==> src/stmf_ram.sv <==
// generic single write port ram with registered read
module stmf_ram #(
    parameter int WIDTH = 16,
    parameter int DEPTH = 256
) (
    input  logic                     clk,
    input  logic                     wr_en,
    input  logic [$clog2(DEPTH)-1:0] wr_addr,
    input  logic [WIDTH-1:0]         wr_data,
    input  logic                     rd_en,
    input  logic [$clog2(DEPTH)-1:0] rd_addr,
    output logic [WIDTH-1:0]         rd_data
);

    logic [WIDTH-1:0] mem [DEPTH];
    logic [WIDTH-1:0] rd_data_reg;

    always_ff @(posedge clk)
    begin
        if (wr_en)
        begin
            mem[wr_addr] <= wr_data;
        end
        if (rd_en)
        begin
            rd_data_reg <= mem[rd_addr];
        end
    end

    assign rd_data = rd_data_reg;

endmodule

==> config.mk <==
export PLATFORM = sky130hd
export DESIGN_NAME = stmf_ram
export DESIGN_NICKNAME = d
export VERILOG_FILES = /design/src/stmf_ram.sv
export SDC_FILE = /design/constraint.sdc
export NUM_CORES = 2
export LEC_CHECK = 0
export BUFFER_PORTS_ARGS = -buffer_cell sky130_fd_sc_hd__buf_4
export CAP_MARGIN = 30
export CORE_ASPECT_RATIO = 0.7
export CORE_UTILIZATION = 51
export DETAILED_ROUTE_END_ITERATION = 8
export PLACE_DENSITY = 0.71
export SETUP_SLACK_MARGIN = 0.15
export SYNTH_ARGS = -nofsm -noshare
export SYNTH_HDL_FRONTEND = slang
export SYNTH_SLANG_ARGS = --single-unit
==> constraint.sdc <==
create_clock -name clk -period 7.4 [get_ports clk]
set_input_delay 1.11 -clock clk [delete_from_list [all_inputs] [get_ports clk]]
set_output_delay 1.11 -clock clk [all_outputs]
set_load 0.01 [all_outputs]
==> summary.md <==
The run finished with clean final reports. The count of final max-slew check failures is 0. Share of cells above drive strength 1: 24.3%. Once detail routing completed, the nets flagged for antenna violations numbered 0.

The clock-pin slew on the worst setup and hold paths was 60 ps. The cell area after technology mapping is 0.159 mm², and the fmax is 0.215 GHz. The tools report the endpoint of the lowest-slack register-to-register path as rd_data[10]. The tools report the number of DRC markers in iteration 0 as 13288. The total CTS buffers came out at 364. In the global route stage, overall resource usage came out at 26.5%. The tools report the worst-case clock skew as 51.7 ps.

Counting cells, the worst reg-to-reg path comes to 6. The final layout contains routed wiring with a total length of 420000 µm. The tools report the number of post-CTS setup repair buffers as 0.

The synthesized design contains 4112 enable-type register cells. Clock tree synthesis found a total of 4112 sinks. Synthesis inferred 4112 register bits. The HPWL after detailed placement is 245000 µm. VDD sags by at most 213 µV.

Dominant synthesized flop cell: sky130_fd_sc_hd__edfxtp_1. The tool flagged a number of max-cap violations equal to 0. The die outline height was 469 µm. The post-detailed-route DRC marker count was 0; the number of buffers inserted for hold repair after clock tree synthesis was 0. Number of fill cells in the layout: 21882. The number of antenna violations at the first check in global routing was 28; the maximum fanout count along the critical path was 41. No sink is reached through more buffers than the 4 on the longest clock path.

Summed over all layers, the global routing overflow is 0. During placement, the flow inserted port buffers numbering 50. The run gives 6 as the number of iterations in the first detailed-routing pass. The pin count of the biggest net entering global routing came out at 188. The minimum period implied by the final worst setup slack is 4640 ps.

The worst register-to-register path begins at mem[3][10]. The share of the Yosys chip area taken by registers is 77.7%. After detailed placement, the total cell area comes to 0.166 mm². After detailed routing, the number of vias per cell comes to 6.63.

The total core area came out at 0.310 mm². The transition at the pin with the smallest max-transition slack works out to 1320 ps. After synthesis, the largest area contributor takes up 77.7% of total cell area. The last weighted congestion value of the routability-driven placer is 0.935. Ranked by total cell area, the synthesized netlist is headed by sky130_fd_sc_hd__edfxtp_1 (78%), sky130_fd_sc_hd__mux4_2 (11%), sky130_fd_sc_hd__mux2i_1 (3.6%), sky130_fd_sc_hd__o221ai_1 (1.4%), sky130_fd_sc_hd__nor2_1 (0.72%). The number of nets at the end of the flow was 7790. The count of endpoints failing setup in the final report came out at 0. STA classifies the critical path endpoint as a register.

Hold-critical path depth: 1. The worst setup path is of the input port to register kind. Setup repair after global routing left no endpoint under its margin. The run gives 619 ps as the final-layout worst hold slack.

The cell type contributing the most total cell area after synthesis is sky130_fd_sc_hd__edfxtp_1. Dividing total power by cell area gives a power density of 262 mW/mm². The register-to-register setup slack is 3880 ps, and the floorplan row count is 171. The number of endpoints with negative hold slack in the final report came out at 0. The first global-routing pass estimated 587000 µm of wire.

At the worst endpoint, the required time is 8130 ps. Most common cell in the netlist: sky130_fd_sc_hd__edfxtp_1. The via count of the first global-routing pass is 77485, and the count of placed standard cells including taps is 11525.

The count of cell types in the netlist came out at 51. Summed over all failing endpoints, the final setup total negative slack is 0 ps. In this run, post-CTS repair resized a total of 0 instances. The post-synthesis async set-or-reset flop share was 0%.

Once the floorplan was initialized, standard cells occupied 51.2% of the core. Once layout is complete, the cells apart from fillers number 12209. A synthesized cell averages 21.6 µm².

For this block, the via count after detailed routing is 80919. In this run the count of I/O pins placed on the die edge is 51. The register with the most flip-flops in the layout has 4096 of them. In this run the most critical hold path is launched from wr_data[5]. The Yosys step of the flow raised 0 warnings. In the finished design, the share of the clock period the worst path needs comes to 62.8%. The fraction of the core area covered by cells at the end of the flow was 57.3%. Class of the most critical hold timing path: input port to register. CTS placed an instance of sky130_fd_sc_hd__clkbuf_16 at the clock tree root.

The synthesized instance count came out at 7360. Data arrives at the worst endpoint at 5370 ps. TritonCTS built the clock tree. In this run the static leakage power is 0.0560 µW.

For the net count after synthesis, the log shows 7395. The H-tree was split into 5 levels. The worst relative slew slack was 11.7%. The die width was 669 µm. The finished cells cover 0.178 mm². In the final routed layout, each cell accounts on average for 34.4 µm. Counting instances in the post-synthesis netlist gives the leading cell types as sky130_fd_sc_hd__edfxtp_1 (4112), sky130_fd_sc_hd__mux4_2 (797), sky130_fd_sc_hd__mux2i_1 (565).

For the worst-skew pair, the clock arrives at the later sink with an insertion delay of 940 ps. The growth of design area from synthesis to finish works out to 11.9%. STA classifies the critical path startpoint as an input port. The endpoint with the worst hold slack was mem[127][5].

The floorplan die area was 0.314 mm².
[metal layers]
layer | wire (µm) | track usage (%) | vias to the layer above | part of all wire, %
met3 | 61900 | 8.04 | 742 | 15
met1 | 163000 | 40.0 | 42279 | 39
met5 | 61 | 0 | - | 0.015
met4 | 13300 | 7.99 | 12 | 3.2
met2 | 181000 | 37.3 | 5849 | 43
li1 | - | - | 32037 | -
[per-stage QoR]
stage	worst slack, ps	total power (µW)
2_1_floorplan	4040	27500
3_3_place_gp	1230	28500
3_5_place_dp	2020	28500
4_1_cts	2940	46700
5_1_grt	2750	47700
6_report	2760	46600
[how the worst max path moves through the flow]
stage	from	endpoint	slack, ps	cells after the start
2_1_floorplan	rd_addr[0]	rd_data[4]	4040	8
3_3_place_gp	rd_addr[1]	rd_data[4]	1230	9
3_5_place_dp	rd_addr[1]	rd_data[4]	2020	8
4_1_cts	rd_addr[1]	rd_data[15]	2940	8
5_1_grt	rd_addr[1]	rd_data[4]	2750	8
6_report	rd_addr[1]	rd_data[4]	2760	8
[worst max-delay path, cell delays in order]
cell and delay [ps]:
sky130_fd_sc_hd__buf_8 420, sky130_fd_sc_hd__buf_4 620, sky130_fd_sc_hd__nor2b_1 790, sky130_fd_sc_hd__a221oi_1 250, sky130_fd_sc_hd__o21ai_0 320, sky130_fd_sc_hd__nand4_1 600
sky130_fd_sc_hd__or4b_1 920, sky130_fd_sc_hd__nor4_2 200
[cells by family after synthesis]
kind of cell           count (synthesis)  synth area share [%]
buffers and inverters                456                  1.69
AND/OR/NAND/NOR                      556                  1.57
AO/OA/AOI/OAI                        786                  3.53
multiplexers                        1450                  15.5
flip-flops                          4112                  77.7
[layout by cell type, fill, tap and decap left out, drive strengths merged, types with 13 or more instances in the layout]
cell / instances
a211oi: 18
nand3: 35
clkbuf: 454
clkinvlp: 13
o31ai: 16
mux2i: 565
diode: 17
a21oi: 175
o22ai: 148
mux2: 88
nor3: 92
o32ai: 21
o21ai: 38
a221oi: 28
a22o: 32
mux4: 797
o221ai: 253
a22oi: 43
nor2: 304
nand4: 26
edfxtp: 4112
nand2: 38
buf: 477
bufinv: 28
clkinv: 152
nor4: 18
[layout make-up]
type	instances	area, µm²	area share [%]
multi-input combinational	2792	32900	18.5
clock buffer	450	9600	5.40
clock inverter	201	1800	1.01
timing repair buffer	481	4650	2.62
sequential	4112	123000	69.5
tap	4152	5190	2.92
antenna	17	42.5	0.0239
inverter	4	27.5	0.0155
[where the power goes]
part / switching [µW] / internal [µW]
logic: 1590 / 791
clock network: 8320 / 10200
registers: 34.4 / 25700
No activity file was read; power rests on OpenSTA's default activity.
