<file path="src/stmf_pkg.sv">
// shared constants and types for the sine template matched filter
package stmf_pkg;

    // defaults for the top-level parameters
    localparam int MAX_TAPS_DEF        = 256;
    localparam int SAMPLE_BITS_DEF     = 16;
    localparam int SINE_TABLE_BITS_DEF = 10;

    // fixed field widths
    localparam int PHASE_W     = 32;
    localparam int TAP_COUNT_W = 9;
    localparam int RESULT_W    = 32;
    localparam int CFG_IDX_W   = 2;
    localparam int CFG_DATA_W  = 32;

    // sine template word, signed q1.15
    localparam int SINE_W     = 16;
    localparam int FRAC_SHIFT = 15;

    // magnitude kept for squaring, larger values always saturate the energy
    localparam int MAG_W = 23;
    localparam int SQ_W  = MAG_W + 1;

    localparam logic [TAP_COUNT_W-1:0] TAP_COUNT_RESET = 9'd256;

    // configuration register indexes
    typedef enum logic [CFG_IDX_W-1:0] {
        CFG_PHASE_STEP  = 2'd0,
        CFG_TAP_COUNT   = 2'd1,
        CFG_ENERGY_MODE = 2'd2
    } cfg_reg_t;

    // sequencer to arithmetic unit controls
    typedef struct packed {
        logic acc_clear;
        logic tap_mul;
        logic acc_add;
        logic mag_load;
        logic sq_mul;
    } mac_ctrl_t;

endpackage

</file>
<file path="src/stmf_mac_unit.sv">
// shared multiplier, accumulator and result shaping
module stmf_mac_unit #(
    parameter int MAX_TAPS    = stmf_pkg::MAX_TAPS_DEF,
    parameter int SAMPLE_BITS = stmf_pkg::SAMPLE_BITS_DEF
) (
    input  logic                                 clk,
    input  stmf_pkg::mac_ctrl_t                  ctrl,
    input  logic                                 energy_mode,
    input  logic                                 tap_valid,
    input  logic signed [SAMPLE_BITS-1:0]        tap_sample,
    input  logic signed [stmf_pkg::SINE_W-1:0]   tap_sine,
    output logic signed [stmf_pkg::RESULT_W-1:0] result
);

    localparam int IDX_W  = $clog2(MAX_TAPS);
    localparam int SUM_W  = SAMPLE_BITS + stmf_pkg::SINE_W + IDX_W + 1;
    localparam int MUL_W  = (SAMPLE_BITS > stmf_pkg::SQ_W) ? SAMPLE_BITS : stmf_pkg::SQ_W;
    localparam int PROD_W = 2 * MUL_W;
    localparam int ACC_W  = (SUM_W > PROD_W) ? SUM_W : PROD_W;
    localparam int VAL_W  = ACC_W - stmf_pkg::FRAC_SHIFT;
    localparam int RW     = stmf_pkg::RESULT_W;
    localparam int MW     = stmf_pkg::MAG_W;

    localparam logic [RW-1:0] POS_MAX = {1'b0, {(RW-1){1'b1}}};
    localparam logic [RW-1:0] NEG_MAX = {1'b1, {(RW-1){1'b0}}};

    logic signed [MUL_W-1:0]  op_a;
    logic signed [MUL_W-1:0]  op_b;
    logic signed [PROD_W-1:0] prod_reg;
    logic signed [ACC_W-1:0]  acc_reg;
    logic signed [VAL_W-1:0]  value;
    logic signed [VAL_W:0]    value_x;
    logic [VAL_W:0]           abs_v;
    logic [MW-1:0]            mag_reg;
    logic                     mag_sat_reg;
    logic [VAL_W-RW:0]        value_hi;
    logic [RW-1:0]            plain_v;
    logic [RW-1:0]            energy_v;

    // operand select for the one multiplier
    always_comb
    begin
        if (ctrl.sq_mul)
        begin
            op_a = $signed(MUL_W'({1'b0, mag_reg}));
            op_b = $signed(MUL_W'({1'b0, mag_reg}));
        end
        else
        begin
            // entries never written since reset count as zero
            op_a = tap_valid ? MUL_W'(tap_sample) : '0;
            op_b = MUL_W'(tap_sine);
        end
    end

    // floor shift, then magnitude for the energy square
    always_comb
    begin
        value    = acc_reg[ACC_W-1:stmf_pkg::FRAC_SHIFT];
        value_x  = {value[VAL_W-1], value};
        abs_v    = value_x[VAL_W] ? -value_x : value_x;
        value_hi = value[VAL_W-1:RW-1];
        if ((&value_hi) || !(|value_hi))
        begin
            plain_v = value[RW-1:0];
        end
        else
        begin
            plain_v = value[VAL_W-1] ? NEG_MAX : POS_MAX;
        end
        energy_v = mag_sat_reg ? POS_MAX : prod_reg[stmf_pkg::FRAC_SHIFT +: RW];
        result   = $signed(energy_mode ? energy_v : plain_v);
    end

    always_ff @(posedge clk)
    begin
        if (ctrl.tap_mul || ctrl.sq_mul)
        begin
            prod_reg <= op_a * op_b;
        end
        if (ctrl.acc_clear)
        begin
            acc_reg <= '0;
        end
        else if (ctrl.acc_add)
        begin
            acc_reg <= acc_reg + ACC_W'(prod_reg);
        end
        if (ctrl.mag_load)
        begin
            mag_reg     <= abs_v[MW-1:0];
            mag_sat_reg <= |abs_v[VAL_W:MW];
        end
    end

endmodule
</file>
<file path="config.mk">
export PLATFORM = sky130hd
export DESIGN_NAME = stmf_mac_unit
export DESIGN_NICKNAME = d
export VERILOG_FILES = /design/src/stmf_pkg.sv /design/src/stmf_mac_unit.sv
export SDC_FILE = /design/constraint.sdc
export NUM_CORES = 2
export LEC_CHECK = 0
export CORE_ASPECT_RATIO = 0.7
export CORE_MARGIN = 2
export CORE_UTILIZATION = 50
export CTS_BUF_LIST = sky130_fd_sc_hd__clkbuf_4
export DETAILED_ROUTE_END_ITERATION = 10
export DONT_BUFFER_PORTS = 1
export PLACE_DENSITY = 0.74
export SYNTH_ARGS = -nofsm -noshare
export SYNTH_HDL_FRONTEND = slang
export SYNTH_SLANG_ARGS = --single-unit
</file>
<file path="constraint.sdc">
create_clock -name clk -period 13.7 [get_ports clk]
set_clock_uncertainty 0.05 [all_clocks]
set_input_delay 3.425 -clock clk [delete_from_list [all_inputs] [get_ports clk]]
set_output_delay 3.425 -clock clk [all_outputs]
set_load 0.005 [all_outputs]
</file>
==> run metrics <==
CP arrival=11.75 ns; drt first pass iters=6; Worst R2R End=prod_reg[44]; cell mode on critical path=fa_1; hold slack=0.451 ns; die area=59300 um2; Worst path slowest cell=a21oi_1; CTS resizes=0; post-route minimum period=11.46 ns; Chip Width=290 um; area of the core=56700 um2; Final TNS setup=0 ns; largest net degree at the start of global routing=78; final WL=78.4 mm; RSZ-0062 raised after global routing=false; Skew-Pair Late Insertion Delay=0.59 ns; status=completed; worst-path maximum fanout=49; worst reg-to-reg path cell count=26; Ys Warns=0; EDFF count, synth=72; all-layer global routing usage=0.275; M3 GR Usage=0.0882; Initial Utilization=0.506; CTS tree=done; worst reg-to-reg setup slack=5.14 ns; routed length per instance=20.3 um; Slew headroom=0.0465; endpoints failing hold=0; f_max=87.3 MHz; worst-margin pin slew=1.43 ns; Boundary Pins=72; distinct cell type count after synthesis=79; via count=21700; hold depth=2; Syn-to-layout area delta=3.52%; initial drt markers=2225; Cells after Synth=3189; fillers=5109; Crit Path Class=in2reg; Crit path required time=14.00 ns; sequential area share after synthesis=0.109; dpl hpwl=66.7 mm; fraction of registers with async set/reset=0; M2 GR Usage=0.408; Crit path largest cell delay=1.03 ns; Worst Setup End Kind=flop; M1 GR Usage=0.389; vias per inst=5.60; Cell Rows=73; Crit Reg-Reg Startpoint=mag_reg[14]; flops & latches, synth=120; clock buffer depth=2; H-tree levels=4; first-pass GRT wire length=125 mm; Die Y=204 um; Hold Path Origin=acc_reg[7]; clk slew on worst S/H paths=0.13 ns; vias in the first global route=21700; area leader, netlist=fa_1; # setup viols final=0; initial antenna violation count=7; dominant synthesized flop cell=edfxtp_1; ANT nets after route=0; post-synthesis cell area=28700 um2; max_cap viols=0; CTS Buf Count=17; total gr overflow=0; clk sink count=120; clock root cell=clkbuf_4; Placer Congestion=1.01; fraction of layout cells with a size suffix above 1=0.0356; Synth top area share=0.424; Critical Path Source Type=input pin; syn nets=4022; period utilization=0.836; Slew Limit Fails=0; Post-CTS Hold Buffers=0; # port buffers=0; Hold Crit Class=reg2reg; Post-CTS Setup Bufs=0; layer with the highest usage=met2; nets=3936; # DRC=0; Syn Area/Cell=8.99 um2; Synth area leaders=fa_1 42%, inv_1 8.4%, ha_1 8.1%, edfxtp_1 7.5%, nand2_1 4.8%; hold path endpoint=acc_reg[7]
[area by class of cell]
type	count	area [um2]	share of cell area
antenna	4	10.0	0.000337
clock buffer	19	143	0.00480
clock inverter	13	154	0.00518
inverter	644	2420	0.0814
multi-input combinational	2285	22600	0.763
sequential	120	3120	0.105
tap	750	938	0.0316
timing repair buffer	35	263	0.00885
[worst max-delay path by stage]
stage	start	endpoint	depth (start not counted)
finish	tap_valid	prod_reg[44]	27
global route	tap_valid	prod_reg[44]	27
CTS	tap_valid	prod_reg[44]	27
detailed placement	tap_valid	prod_reg[44]	27
global placement	tap_valid	prod_reg[44]	27
floorplan	tap_valid	prod_reg[47]	31
[metal layers]
| metal | up-vias | share of wire |
|---|---|---|
| met4 | 6 | 0.027 |
| met1 | 10700 | 0.42 |
| li1 | 9688 | - |
| met2 | 1100 | 0.44 |
| met3 | 136 | 0.12 |
| met5 | - | 0.00048 |
[synthesized netlist by cell type, drive strengths merged (33+ instances only)]
cell / instances
fa: 607
xnor2: 78
dfxtp: 48
a21o: 47
clkbuf: 125
ha: 186
edfxtp: 72
mux2i: 42
o21ai: 62
a21oi: 150
nand2b: 50
nor2: 364
inv: 644
nand2: 367
xor2: 33
[placed cells by master (no fill, tap or decap), types with 6 or more instances in the layout]
cell type | netlist | layout
o22ai_1 | 7 | 7
nand4_1 | 13 | 13
a211oi_1 | 10 | 10
fa_1 | 607 | 607
a21o_1 | 46 | 46
dfxtp_1 | 48 | 48
and2_1 | 8 | 8
o21a_1 | 12 | 12
a31oi_1 | 9 | 9
a22o_1 | 13 | 13
edfxtp_1 | 72 | 72
o31ai_1 | 12 | 12
nand2_1 | 367 | 367
inv_1 | 643 | 643
nand2b_1 | 48 | 48
nand3_1 | 21 | 21
ha_1 | 186 | 186
nor3_1 | 21 | 21
or2_2 | 9 | 9
o21bai_1 | 13 | 13
nor4_1 | 8 | 8
mux2i_2 | 0 | 6
nor3b_1 | 8 | 8
or4_1 | 7 | 7
xor2_1 | 33 | 33
a22oi_1 | 13 | 13
nor2b_1 | 12 | 11
o21ai_0 | 56 | 56
nor4bb_1 | 6 | 6
buf_4 | 0 | 35
mux2i_1 | 42 | 36
nor2_1 | 364 | 364
a21oi_1 | 150 | 149
and3_1 | 14 | 14
xnor2_1 | 78 | 78
mux2_2 | 10 | 10
clkbuf_4 | 0 | 19
o211ai_1 | 9 | 9
[cell families after synthesis]
family	after synthesis	share of synthesized area
and+or+nand+nor	927	0.140
buffers and inverters	784	0.103
AOI/OAI and AO/OA	401	0.0903
muxes	53	0.0190
adders and majority gates	793	0.505
xor gates and xnor gates	111	0.0339
DFF	120	0.109
[critical path: cells and delay by family]
family / cells / cell delay [ns]
AOI/OAI and AO/OA: 8 / 2.67
xor gates and xnor gates: 1 / 0.15
adders and majority gates: 8 / 3.89
buffers and inverters: 5 / 0.45
and+or+nand+nor: 5 / 1.12
[stage by stage]
step | util | std cells | setup slack (ns) | cell area, um2
finish | 0.524 | 3870 | 2.24 | 29700
global route | 0.524 | 3870 | 1.95 | 29700
global placement | 0.518 | 3834 | 1.90 | 29400
detailed placement | 0.518 | 3834 | 1.81 | 29400
CTS | 0.523 | 3866 | 2.45 | 29700
floorplan | - | 3189 | 2.81 | 28700
Power is not shown: default switching activity piles up to over one toggle a cycle in this logic, so the estimate is an artifact.
